--- src/tws_pkg.sv ---
`timescale 1ns / 1ps
`default_nettype none
// ----------------------------------------------------------------------------
// tws_pkg
// Shared constants, types and helpers of the timed register write sequencer.
// ----------------------------------------------------------------------------
package tws_pkg;

  // Sizes
  localparam int CHANNELS     = 13;
  localparam int SCRIPT_BYTES = 1024;
  localparam int ADDR_W       = $clog2(SCRIPT_BYTES);
  localparam int CH_W         = (CHANNELS > 1) ? $clog2(CHANNELS) : 1;

  // Field widths
  localparam int CMD_W   = 2;
  localparam int CHAN_W  = 4;
  localparam int SADDR_W = 10;
  localparam int BYTE_W  = 8;
  localparam int IO_W    = 16;

  // Command codes
  localparam logic [CMD_W-1:0] CMD_TICK  = 2'd0;
  localparam logic [CMD_W-1:0] CMD_START = 2'd1;
  localparam logic [CMD_W-1:0] CMD_LOAD  = 2'd2;

  // I/O register groups
  localparam logic [IO_W-1:0] IO_BASE_A = 16'hFF10;
  localparam logic [IO_W-1:0] IO_BASE_B = 16'hFF16;
  localparam logic [IO_W-1:0] IO_BASE_C = 16'hFF20;
  localparam int GROUP_B_FIRST = 5;
  localparam int GROUP_C_FIRST = 9;

  localparam logic [BYTE_W-1:0] PERIOD_RESET = 8'd4;

  // Request from the sequencer to the output stage
  typedef struct packed {
    logic              push;
    logic              flush;
    logic [CHAN_W-1:0] chan;
    logic [IO_W-1:0]   io;
    logic [BYTE_W-1:0] value;
  } tws_wr_req_t;

  // Status from the output stage back to the sequencer
  typedef struct packed {
    logic ack;
    logic pend_valid;
  } tws_wr_sts_t;

  // Fixed I/O address of a channel
  function automatic logic [IO_W-1:0] io_for(input logic [CH_W-1:0] ch);
    logic [IO_W-1:0] ch16;
    ch16 = IO_W'(ch);
    if (ch16 < IO_W'(GROUP_B_FIRST)) begin
      return IO_BASE_A + ch16;
    end else if (ch16 < IO_W'(GROUP_C_FIRST)) begin
      return IO_BASE_B + ch16 - IO_W'(GROUP_B_FIRST);
    end else begin
      return IO_BASE_C + ch16 - IO_W'(GROUP_C_FIRST);
    end
  endfunction

  // Script pointer advance with wrap
  function automatic logic [ADDR_W-1:0] ptr_inc(input logic [ADDR_W-1:0] p);
    if (p == ADDR_W'(SCRIPT_BYTES - 1)) begin
      return '0;
    end else begin
      return p + ADDR_W'(1);
    end
  endfunction

endpackage
`default_nettype wire

--- src/tws_if.sv ---
`timescale 1ns / 1ps
`default_nettype none


interface tws_out_if;
  import tws_pkg::*;
  logic              valid;
  logic              ready;
  logic [CHAN_W-1:0] write_channel;
  logic [IO_W-1:0]   io_address;
  logic [BYTE_W-1:0] write_value;
  logic              last_write;

  modport source (output valid, write_channel, io_address, write_value, last_write,
                  input ready);
  modport sink   (input valid, write_channel, io_address, write_value, last_write,
                  output ready);
endinterface
`default_nettype wire

--- src/tws_out_stage.sv ---
`timescale 1ns / 1ps
`default_nettype none
// ----------------------------------------------------------------------------
// tws_out_stage
// Holds the newest write back by one so the final write of a command can be
// flagged, and drives the output register.
// ----------------------------------------------------------------------------
module tws_out_stage (
  input  wire                  clk,
  input  wire                  rst_n,
  input  tws_pkg::tws_wr_req_t req,
  output tws_pkg::tws_wr_sts_t sts,
  tws_out_if.source            out_ch
);
  import tws_pkg::*;

  logic              pend_v_r;
  logic [CHAN_W-1:0] pend_chan_r;
  logic [IO_W-1:0]   pend_io_r;
  logic [BYTE_W-1:0] pend_value_r;

  logic              out_valid_r;
  logic [CHAN_W-1:0] out_chan_r;
  logic [IO_W-1:0]   out_io_r;
  logic [BYTE_W-1:0] out_value_r;
  logic              out_last_r;

  logic out_free;
  logic move;
  logic ack;

  // Pending entry moves out when the output register frees up
  assign out_free = !out_valid_r || out_ch.ready;
  assign ack      = (req.push || req.flush) && (!pend_v_r || out_free);
  assign move     = (req.push || req.flush) && pend_v_r && out_free;

  assign sts.ack        = ack;
  assign sts.pend_valid = pend_v_r;

  always_ff @(posedge clk) begin
    if (!rst_n) begin
      pend_v_r    <= 1'b0;
      out_valid_r <= 1'b0;
    end else begin
      // Output register
      if (move) begin
        out_valid_r <= 1'b1;
        out_chan_r  <= pend_chan_r;
        out_io_r    <= pend_io_r;
        out_value_r <= pend_value_r;
        out_last_r  <= req.flush;
      end else if (out_ch.ready) begin
        out_valid_r <= 1'b0;
      end
      // Pending entry
      if (req.push && ack) begin
        pend_v_r     <= 1'b1;
        pend_chan_r  <= req.chan;
        pend_io_r    <= req.io;
        pend_value_r <= req.value;
      end else if (req.flush && ack) begin
        pend_v_r <= 1'b0;
      end
    end
  end

  assign out_ch.valid         = out_valid_r;
  assign out_ch.write_channel = out_chan_r;
  assign out_ch.io_address    = out_io_r;
  assign out_ch.write_value   = out_value_r;
  assign out_ch.last_write    = out_last_r;

  // Checks
  a_flush_empties: assert property (@(posedge clk) disable iff (!rst_n)
    (req.flush && ack) |=> !pend_v_r) else $error("pending write left after flush");
  a_push_holds: assert property (@(posedge clk) disable iff (!rst_n)
    (req.push && ack) |=> pend_v_r) else $error("pushed write not held");
  a_out_hold: assert property (@(posedge clk) disable iff (!rst_n)
    (out_valid_r && !out_ch.ready)
      |=> (out_valid_r && $stable(out_value_r) && $stable(out_chan_r)))
    else $error("output transaction changed while stalled");

endmodule
`default_nettype wire

--- src/flat_wrapper.sv ---
// flat-port wrapper written by rule: the top's interface ports become plain ports
module tws_out_stage_flat import tws_pkg::*;
  (clk, rst_n, req, sts, out_ch_valid, out_ch_write_channel, out_ch_io_address, out_ch_write_value, out_ch_last_write, out_ch_ready);
  tws_out_if out_ch_i ();
  input  wire clk;
  input  wire rst_n;
  input  tws_pkg::tws_wr_req_t req;
  output tws_pkg::tws_wr_sts_t sts;
  output wire logic [$bits(out_ch_i.valid)-1:0] out_ch_valid;
  output wire logic [$bits(out_ch_i.write_channel)-1:0] out_ch_write_channel;
  output wire logic [$bits(out_ch_i.io_address)-1:0] out_ch_io_address;
  output wire logic [$bits(out_ch_i.write_value)-1:0] out_ch_write_value;
  output wire logic [$bits(out_ch_i.last_write)-1:0] out_ch_last_write;
  input wire logic [$bits(out_ch_i.ready)-1:0] out_ch_ready;
  assign out_ch_valid = out_ch_i.valid;
  assign out_ch_write_channel = out_ch_i.write_channel;
  assign out_ch_io_address = out_ch_i.io_address;
  assign out_ch_write_value = out_ch_i.write_value;
  assign out_ch_last_write = out_ch_i.last_write;
  assign out_ch_i.ready = out_ch_ready;
  tws_out_stage u_core (.clk(clk), .rst_n(rst_n), .req(req), .sts(sts), .out_ch(out_ch_i));
endmodule
--- config.mk ---
export PLATFORM = sky130hd
export DESIGN_NAME = tws_out_stage_flat
export DESIGN_NICKNAME = d
export VERILOG_FILES = /design/src/tws_pkg.sv /design/src/tws_if.sv /design/src/tws_out_stage.sv /design/src/flat_wrapper.sv
export SDC_FILE = /design/constraint.sdc
export NUM_CORES = 1
export LEC_CHECK = 0
export ABC_AREA = 1
export BUFFER_PORTS_ARGS = -buffer_cell sky130_fd_sc_hd__buf_2
export CAP_MARGIN = 20
export CORE_AREA = 3 3 70 72
export CTS_CLUSTER_DIAMETER = 150
export CTS_CLUSTER_SIZE = 28
export DETAILED_ROUTE_END_ITERATION = 16
export DIE_AREA = 0 0 73 75
export GPL_TIMING_DRIVEN = 0
export PLACE_DENSITY_LB_ADDON = 0.15
export SLEW_MARGIN = 30
export SYNTH_ARGS = -nofsm -noshare
export SYNTH_HDL_FRONTEND = slang
export SYNTH_SLANG_ARGS = --single-unit
export TNS_END_PERCENT = 100
--- constraint.sdc ---
create_clock -name clk -period 1.6 [get_ports clk]
set_input_delay 0.16 -clock clk [delete_from_list [all_inputs] [get_ports clk]]
set_output_delay 0.16 -clock clk [all_outputs]
set_load 0.1 [all_outputs]
==> flow_metrics.py, run 1 <==
metrics = {
    "sta": {
        "relSlewSlack_pct": 64.8,
        "finalMaxSlewViolations": 0,
        "worstMarginPinSlew_ns": 0.527,
        "min_period_over_period_pct": 94.9,
        "hold_viol": 0,
        "fin_crit_ns": 1.52,
        "finalSetupViolCount": 0,
        "finClkSkew_ns": 0.00306,
        "worst_slack_ns": 0.0820,
        "max_freq_ghz": 0.659,
        "rsz0062_at_grt": "no",
        "tns_ns": 0,
    },
    "floorplanning": {
        "boundaryPins": 65,
        "die_h_microns": 75,
        "die_area_sq_um": 5480,
        "core_area_sq_um": 4350,
        "die_w_microns": 73,
        "fp-row-count": 24,
        "start_util_pct": 42.5,
    },
    "grt": {
        "antenna_found_initial": 0,
        "use_met1_pct": 13.0,
        "grt_use_met2_pct": 21.0,
        "use_met3_pct": 4.54,
        "grt_pass1_wl_microns": 4770,
        "grt_max_degree": 16,
        "grt_usage_pct": 12.5,
        "grt_remaining_overflow": 0,
        "grt-busiest-layer": "met2",
        "grt_pass1_vias": 1054,
    },
    "flow_run": {
        "max-cap-violations": 0,
    },
    "synth": {
        "ys_seq_elements": 59,
        "syn_area_per_cell_sq_um": 23.7,
        "synth_cell_types": 10,
        "syn_nets": 111,
        "synthesis.area_sq_um": 1850,
        "ys_seq_area_share_pct": 94.7,
        "ys_warn_count": 0,
        "syn_inst": 78,
    },
    "clocking": {
        "cts_setup_buffers": 0,
        "clock_sinks": 59,
        "cts_buffer_depth": 2,
        "cts_root_buf": "clkbuf_8",
        "cts_buffers": 9,
        "htree_levels": 3,
        "cts_tree": "done",
        "clkLatencyLatePin_ns": 0.31,
        "clk_pin_slew_worst_paths_ns": 0.06,
    },
    "power_and_ir_drop": {
        "p_seq_share_pct": 56.6,
        "power_density_nw_per_um2": 1200,
        "p_int_w": 0.00238,
        "p_clk_share_pct": 32.9,
        "swShare_pct": 24.1,
        "ir_drop_mv": 0.522,
        "power_switching_w": 0.000755,
        "p_total_w": 0.00314,
        "power.leakage_nw": 1.03,
        "p_comb_share_pct": 10.5,
    },
    "worst_setup_path": {
        "worstPathRequired_ns": 1.55,
        "critical-path-top-delay-family": "compound AO/OA/AOI/OAI gates",
        "slowest_stage": "a21oi_4",
        "path_max_fanout": 15,
        "path_class": "flip-flop to flip-flop",
        "worstPathCellList": "nand2_1, inv_1, nand2_1, a21oi_4",
        "worst-path-buf-inv": 1,
        "critPathMaxStageDelay_ns": 0.47,
        "arrival_ns": 1.47,
        "crit_top_cell": "nand2_1",
        "cp-end-kind": "flip-flop",
        "startpoint_type": "flip-flop",
    },
    "placed_design": {
        "place_ws_ns": -0.149,
        "gp_congestion": 0.680,
        "port_buffers": 64,
        "post-dp-hpwl_microns": 1900,
    },
    "outcome": {
        "outcome": "completed",
    },
    "layout": {
        "drive_above_1_share_pct": 47.5,
        "post-route-util_pct": 60.1,
        "syn_to_final_growth_pct": 41.5,
        "antennaDiodeCount": 0,
        "fin_nets": 207,
        "final_cell_mix": "buf_2 (63), edfxtp_1 (57), dlygate4sd3_1 (19), clkbuf_8 (9), nand2_1 (5)",
        "final_common_cell": "buf_2",
        "fillerInstances": 336,
    },
    "detailed_routing": {
        "vias": 1017,
        "vias_per_cell": 4.40,
        "drt_first_pass_iters": 4,
        "wire_per_inst_microns": 13.6,
        "drt_iter0_drc": 56,
        "wl_microns": 3140,
        "drc": 0,
        "drtAntennaViolNets": 0,
    },
    "hold_path": {
        "hp-class": "primary input to flip-flop",
    },
}
==> through the flow <==
stage,instances,hold WS [ns],cell area (sq um)
final,231,0.0228,2620
after global routing,231,0.00428,2620
after CTS,231,0.000529,2620
after detailed placement,194,0.338,2250
after global placement,194,0.337,2250
after floorplan,78,0.259,1860
==> cell families (layout without fill, tap and decap cells) <==
logic type | after synthesis | after routing | share of synthesized area [%]
buffers and inverters | 8 | 108 | 2.03
DFF | 59 | 59 | 94.7
and+or+nand+nor | 10 | 10 | 2.77
AOI/OAI and AO/OA | 1 | 2 | 0.474
==> layer usage <==
metal  routed length, microns  vias to the layer above
met5                        0                        -
met4                       60                        0
met3                      274                        7
met2                     1620                       47
met1                     1190                      476
li1                         -                      487
==> Yosys cell counts <==
| cell type | n | share of area (%) |
|---|---|---|
| nand2_1 | 5 | 1.0 |
| nand2_2 | 2 | 0.68 |
| inv_1 | 5 | 1.0 |
| inv_2 | 1 | 0.20 |
| buf_4 | 2 | 0.81 |
| nand3_2 | 1 | 0.54 |
| a21oi_2 | 1 | 0.47 |
| nand3_1 | 2 | 0.54 |
| dfxtp_1 | 2 | 2.2 |
| edfxtp_1 | 57 | 93 |
==> state kept, by name (all words and copies together), names as in the netlist <==
| register | flops |
|---|---|
| u_core.out_ch.io_address | 16 |
| u_core.pend_io_r | 16 |
| u_core.out_ch.write_value | 8 |
| u_core.pend_value_r | 8 |
| u_core.out_ch.write_channel | 4 |
| u_core.pend_chan_r | 4 |
| u_core.out_ch.last_write | 1 |
| u_core.out_ch.valid | 1 |
| u_core.pend_v_r | 1 |
==> power groups by stage <==
stage | sequential (W) | clock, W | combinational (W)
floorplan | 0.00196 | 0 | 0.0000622
global placement | 0.00180 | 0 | 0.000286
detailed placement | 0.00181 | 0 | 0.000290
CTS | 0.00178 | 0.00109 | 0.000333
global route | 0.00178 | 0.00114 | 0.000345
finish | 0.00178 | 0.00103 | 0.000330
==> cell type report <==
cell class / count / area, sq um / area share (%)
clock inverter: 5 / 20.0 / 0.765
tap: 52 / 65.1 / 2.49
sequential: 59 / 1760 / 67.1
clock buffer: 11 / 131 / 5.02
timing repair buffer: 83 / 513 / 19.6
timing repair inverter: 1 / 7.51 / 0.287
inverter: 6 / 26.3 / 1.00
buffer: 2 / 15.0 / 0.574
multi-input combinational: 12 / 83.8 / 3.20
==> final timing paths <==
kind                                            start                        endpoint  slack [ns]  depth (start not counted)
worst min register to register  u_core.pend_chan_r[1]  u_core.out_ch.write_channel[1]        0.42                          0
worst max register to register        u_core.pend_v_r    u_core.out_ch.write_value[4]        0.08                          4
worst max-delay path                  u_core.pend_v_r    u_core.out_ch.write_value[4]        0.08                          4
worst min-delay path                           req[2]          u_core.pend_value_r[2]        0.02                          1
==> timing repair <==
action / CTS / global route
resized for setup: 2 / 1
endpoints found under the setup margin: 57 / 1
endpoints found under the hold margin: 19 / 0
hold buffers: 19 / 0
gates cloned: 2 / 0
No activity file was read; power rests on OpenSTA's default activity.
==> run 2, diff against run 1 <==
--- a/constraint.sdc
+++ b/constraint.sdc
@@ -3,2 +3,2 @@
 set_output_delay 0.16 -clock clk [all_outputs]
-set_load 0.1 [all_outputs]
+set_load 0.005 [all_outputs]
==> run 2 against run 1 <==
Sequential share of layout area shrank 3.7 points. Count of clock-buffer cells in the layout grew 3. Sequential power is essentially flat. Final cell count grew 3.9%. Clock power grew 28%. Die area is the same. Via count grew 2.9%. Register-to-register slack gained 0.03 ns. Global-route usage grew 1.0 points. Combinational power shrank 46%. Critical path depth shrank 1. Largest power group unchanged.
==> flow_metrics.py, run 2 (synthesis gave the netlist of run 1 again) <==
metrics = {
    "hold_path": {
        "worstHoldPathCells": 1,
        "hp-start": "req[2]",
        "hp-class": "primary input to flip-flop",
        "hold_end": "u_core.pend_value_r[2]",
    },
    "grt": {
        "grt_remaining_overflow": 0,
        "grt_pass1_vias": 1051,
        "antenna_found_initial": 0,
        "grt_max_degree": 29,
        "grt_pass1_wl_microns": 5000,
        "grt_usage_pct": 13.5,
    },
    "power_and_ir_drop": {
        "p_clk_share_pct": 40.4,
        "power_switching_w": 0.000610,
        "ir_drop_mv": 0.680,
        "p_int_w": 0.00267,
        "swShare_pct": 18.6,
        "p_seq_share_pct": 54.2,
        "p_total_w": 0.00328,
        "power_density_nw_per_um2": 1180,
        "p_comb_share_pct": 5.4,
        "power.leakage_nw": 1.10,
    },
    "sta": {
        "min_period_over_period_pct": 92.9,
        "relSlewSlack_pct": 60.2,
        "hold_ws_ns": 0.0222,
        "hold_viol": 0,
        "fin_crit_ns": 1.49,
        "rsz0062_at_grt": "no",
        "finClkSkew_ns": 0.00911,
        "worstMarginPinSlew_ns": 0.596,
        "finalSetupViolCount": 0,
        "max_freq_ghz": 0.673,
        "finalMaxSlewViolations": 0,
    },
    "clocking": {
        "clk_pin_slew_worst_paths_ns": 0.06,
        "clkLatencyLatePin_ns": 0.33,
        "cts_buffers": 9,
        "cts_tree": "done",
        "cts_buffer_depth": 2,
        "clock_sinks": 59,
        "htree_levels": 3,
        "cts_root_buf": "clkbuf_8",
    },
    "placed_design": {
        "port_buffers": 64,
        "gp_congestion": 0.695,
        "dpl_cell_area_sq_um": 2240,
    },
    "layout": {
        "design_area_sq_um": 2770,
        "final_cell_mix": "buf_2 (64), edfxtp_1 (57), dlygate4sd3_1 (27), clkbuf_8 (11), nand2_1 (5)",
        "syn_to_final_growth_pct": 49.6,
        "final_common_cell": "buf_2",
        "fin_nets": 216,
        "post-route-util_pct": 63.5,
        "antennaDiodeCount": 0,
        "drive_above_1_share_pct": 46.8,
    },
    "detailed_routing": {
        "wire_per_inst_microns": 13.9,
        "drc": 0,
        "drt_iter0_drc": 74,
        "vias": 1047,
        "vias_per_cell": 4.36,
        "wl_microns": 3330,
        "drt_first_pass_iters": 4,
        "drtAntennaViolNets": 0,
    },
    "worst_setup_path": {
        "startpoint_type": "flip-flop",
        "rr_endpoint": "u_core.pend_value_r[5]",
        "arrival_ns": 1.44,
        "worstPathCellList": "nand3_2, nand3_1, inv_2",
        "path_max_fanout": 28,
        "worstPathRequired_ns": 1.56,
        "critPathMaxStageDelay_ns": 0.46,
        "reg2reg_from": "u_core.out_ch.valid",
        "path_class": "flip-flop to flip-flop",
        "r2r_setup_slack_ns": 0.11,
        "cp-end-kind": "flip-flop",
        "reg2reg_depth": 3,
        "slowest_stage": "inv_2",
    },
    "floorplanning": {
        "die_w_microns": 73,
        "boundaryPins": 65,
        "core_area_sq_um": 4350,
        "die_area_sq_um": 5480,
        "start_util_pct": 42.5,
        "fp-row-count": 24,
        "die_h_microns": 75,
    },
    "outcome": {
        "outcome": "completed",
    },
    "flow_run": {
        "max-cap-violations": 0,
    },
}
-- run 2: cell types whose count changed in the layout (fill, tap and decap cells not counted), moves of 2 or more --
cell	before	now
dlygate4sd3_1	19	27
clkinv_1	4	0
buf_12	0	2
clkbuf_8	9	11
clkinvlp_4	2	0
-- run 2: worst max-delay path: cells and delay by family (launching register included) --
family                 cells  cell delay (ns)
and+or+nand+nor            2             0.24
buffers and inverters      1             0.46
DFF                        1             0.41
-- run 2: layout make-up --
| class | count | area [sq um] |
|---|---|---|
| multi-input cells | 12 | 83.8 |
| inverters | 6 | 22.5 |
| clock buffers | 14 | 163 |
| repair buffers | 93 | 631 |
| flip-flops and latches | 59 | 1750 |
| well taps | 52 | 65.1 |
| plain buffers | 2 | 15.0 |
| fillers | 329 | 1590 |
| clock inverters | 2 | 35.0 |
-- run 2: per-layer routing --
layer	wire length (microns)	vias up	GRT usage (%)	share of wire [%]
li1	-	506	-	-
met5	0	-	0	0
met2	1610	47	20.3	48
met1	1410	486	15.7	42
met3	203	8	3.74	6.1
met4	115	0	12.3	3.5
-- run 2: timing repair --
item,in CTS,in global routing
resized for setup,1,0
hold buffers,27,0
setup endpoints to repair,29,29
cloned,1,0
endpoints found under the hold margin,27,0
buffers inserted,0,2
-- run 2: power by group through the flow --
stage          sequential, W  clock [W]  combinational [W]
2_1_floorplan        0.00181          0          0.0000366
5_1_grt              0.00178    0.00142           0.000197
6_report             0.00178    0.00132           0.000178
3_5_place_dp         0.00181          0           0.000115
4_1_cts              0.00178    0.00136           0.000172
3_3_place_gp         0.00180          0           0.000109
-- run 2: worst max path at each step --
stage / startpoint / endpoint / cells after the start
2_1_floorplan: u_core.out_ch.valid / u_core.pend_chan_r[0] / 3
3_3_place_gp: u_core.out_ch.valid / u_core.pend_chan_r[3] / 3
3_5_place_dp: u_core.pend_v_r / u_core.out_ch.io_address[13] / 4
4_1_cts: u_core.pend_v_r / u_core.out_ch.io_address[6] / 4
5_1_grt: u_core.out_ch.valid / u_core.pend_value_r[4] / 3
6_report: u_core.out_ch.valid / u_core.pend_value_r[5] / 3
-- run 2: per-stage QoR --
| step | worst slack [ns] | setup TNS, ns | instances |
|---|---|---|---|
| 5_1_grt | 0.000324 | 0 | 240 |
| 6_report | 0.114 | 0 | 240 |
| 3_5_place_dp | -0.179 | -5.15 | 194 |
| 4_1_cts | 0.0134 | 0 | 238 |
| 3_3_place_gp | -0.118 | -5.64 | 194 |
| 2_1_floorplan | 0.118 | 0 | 78 |
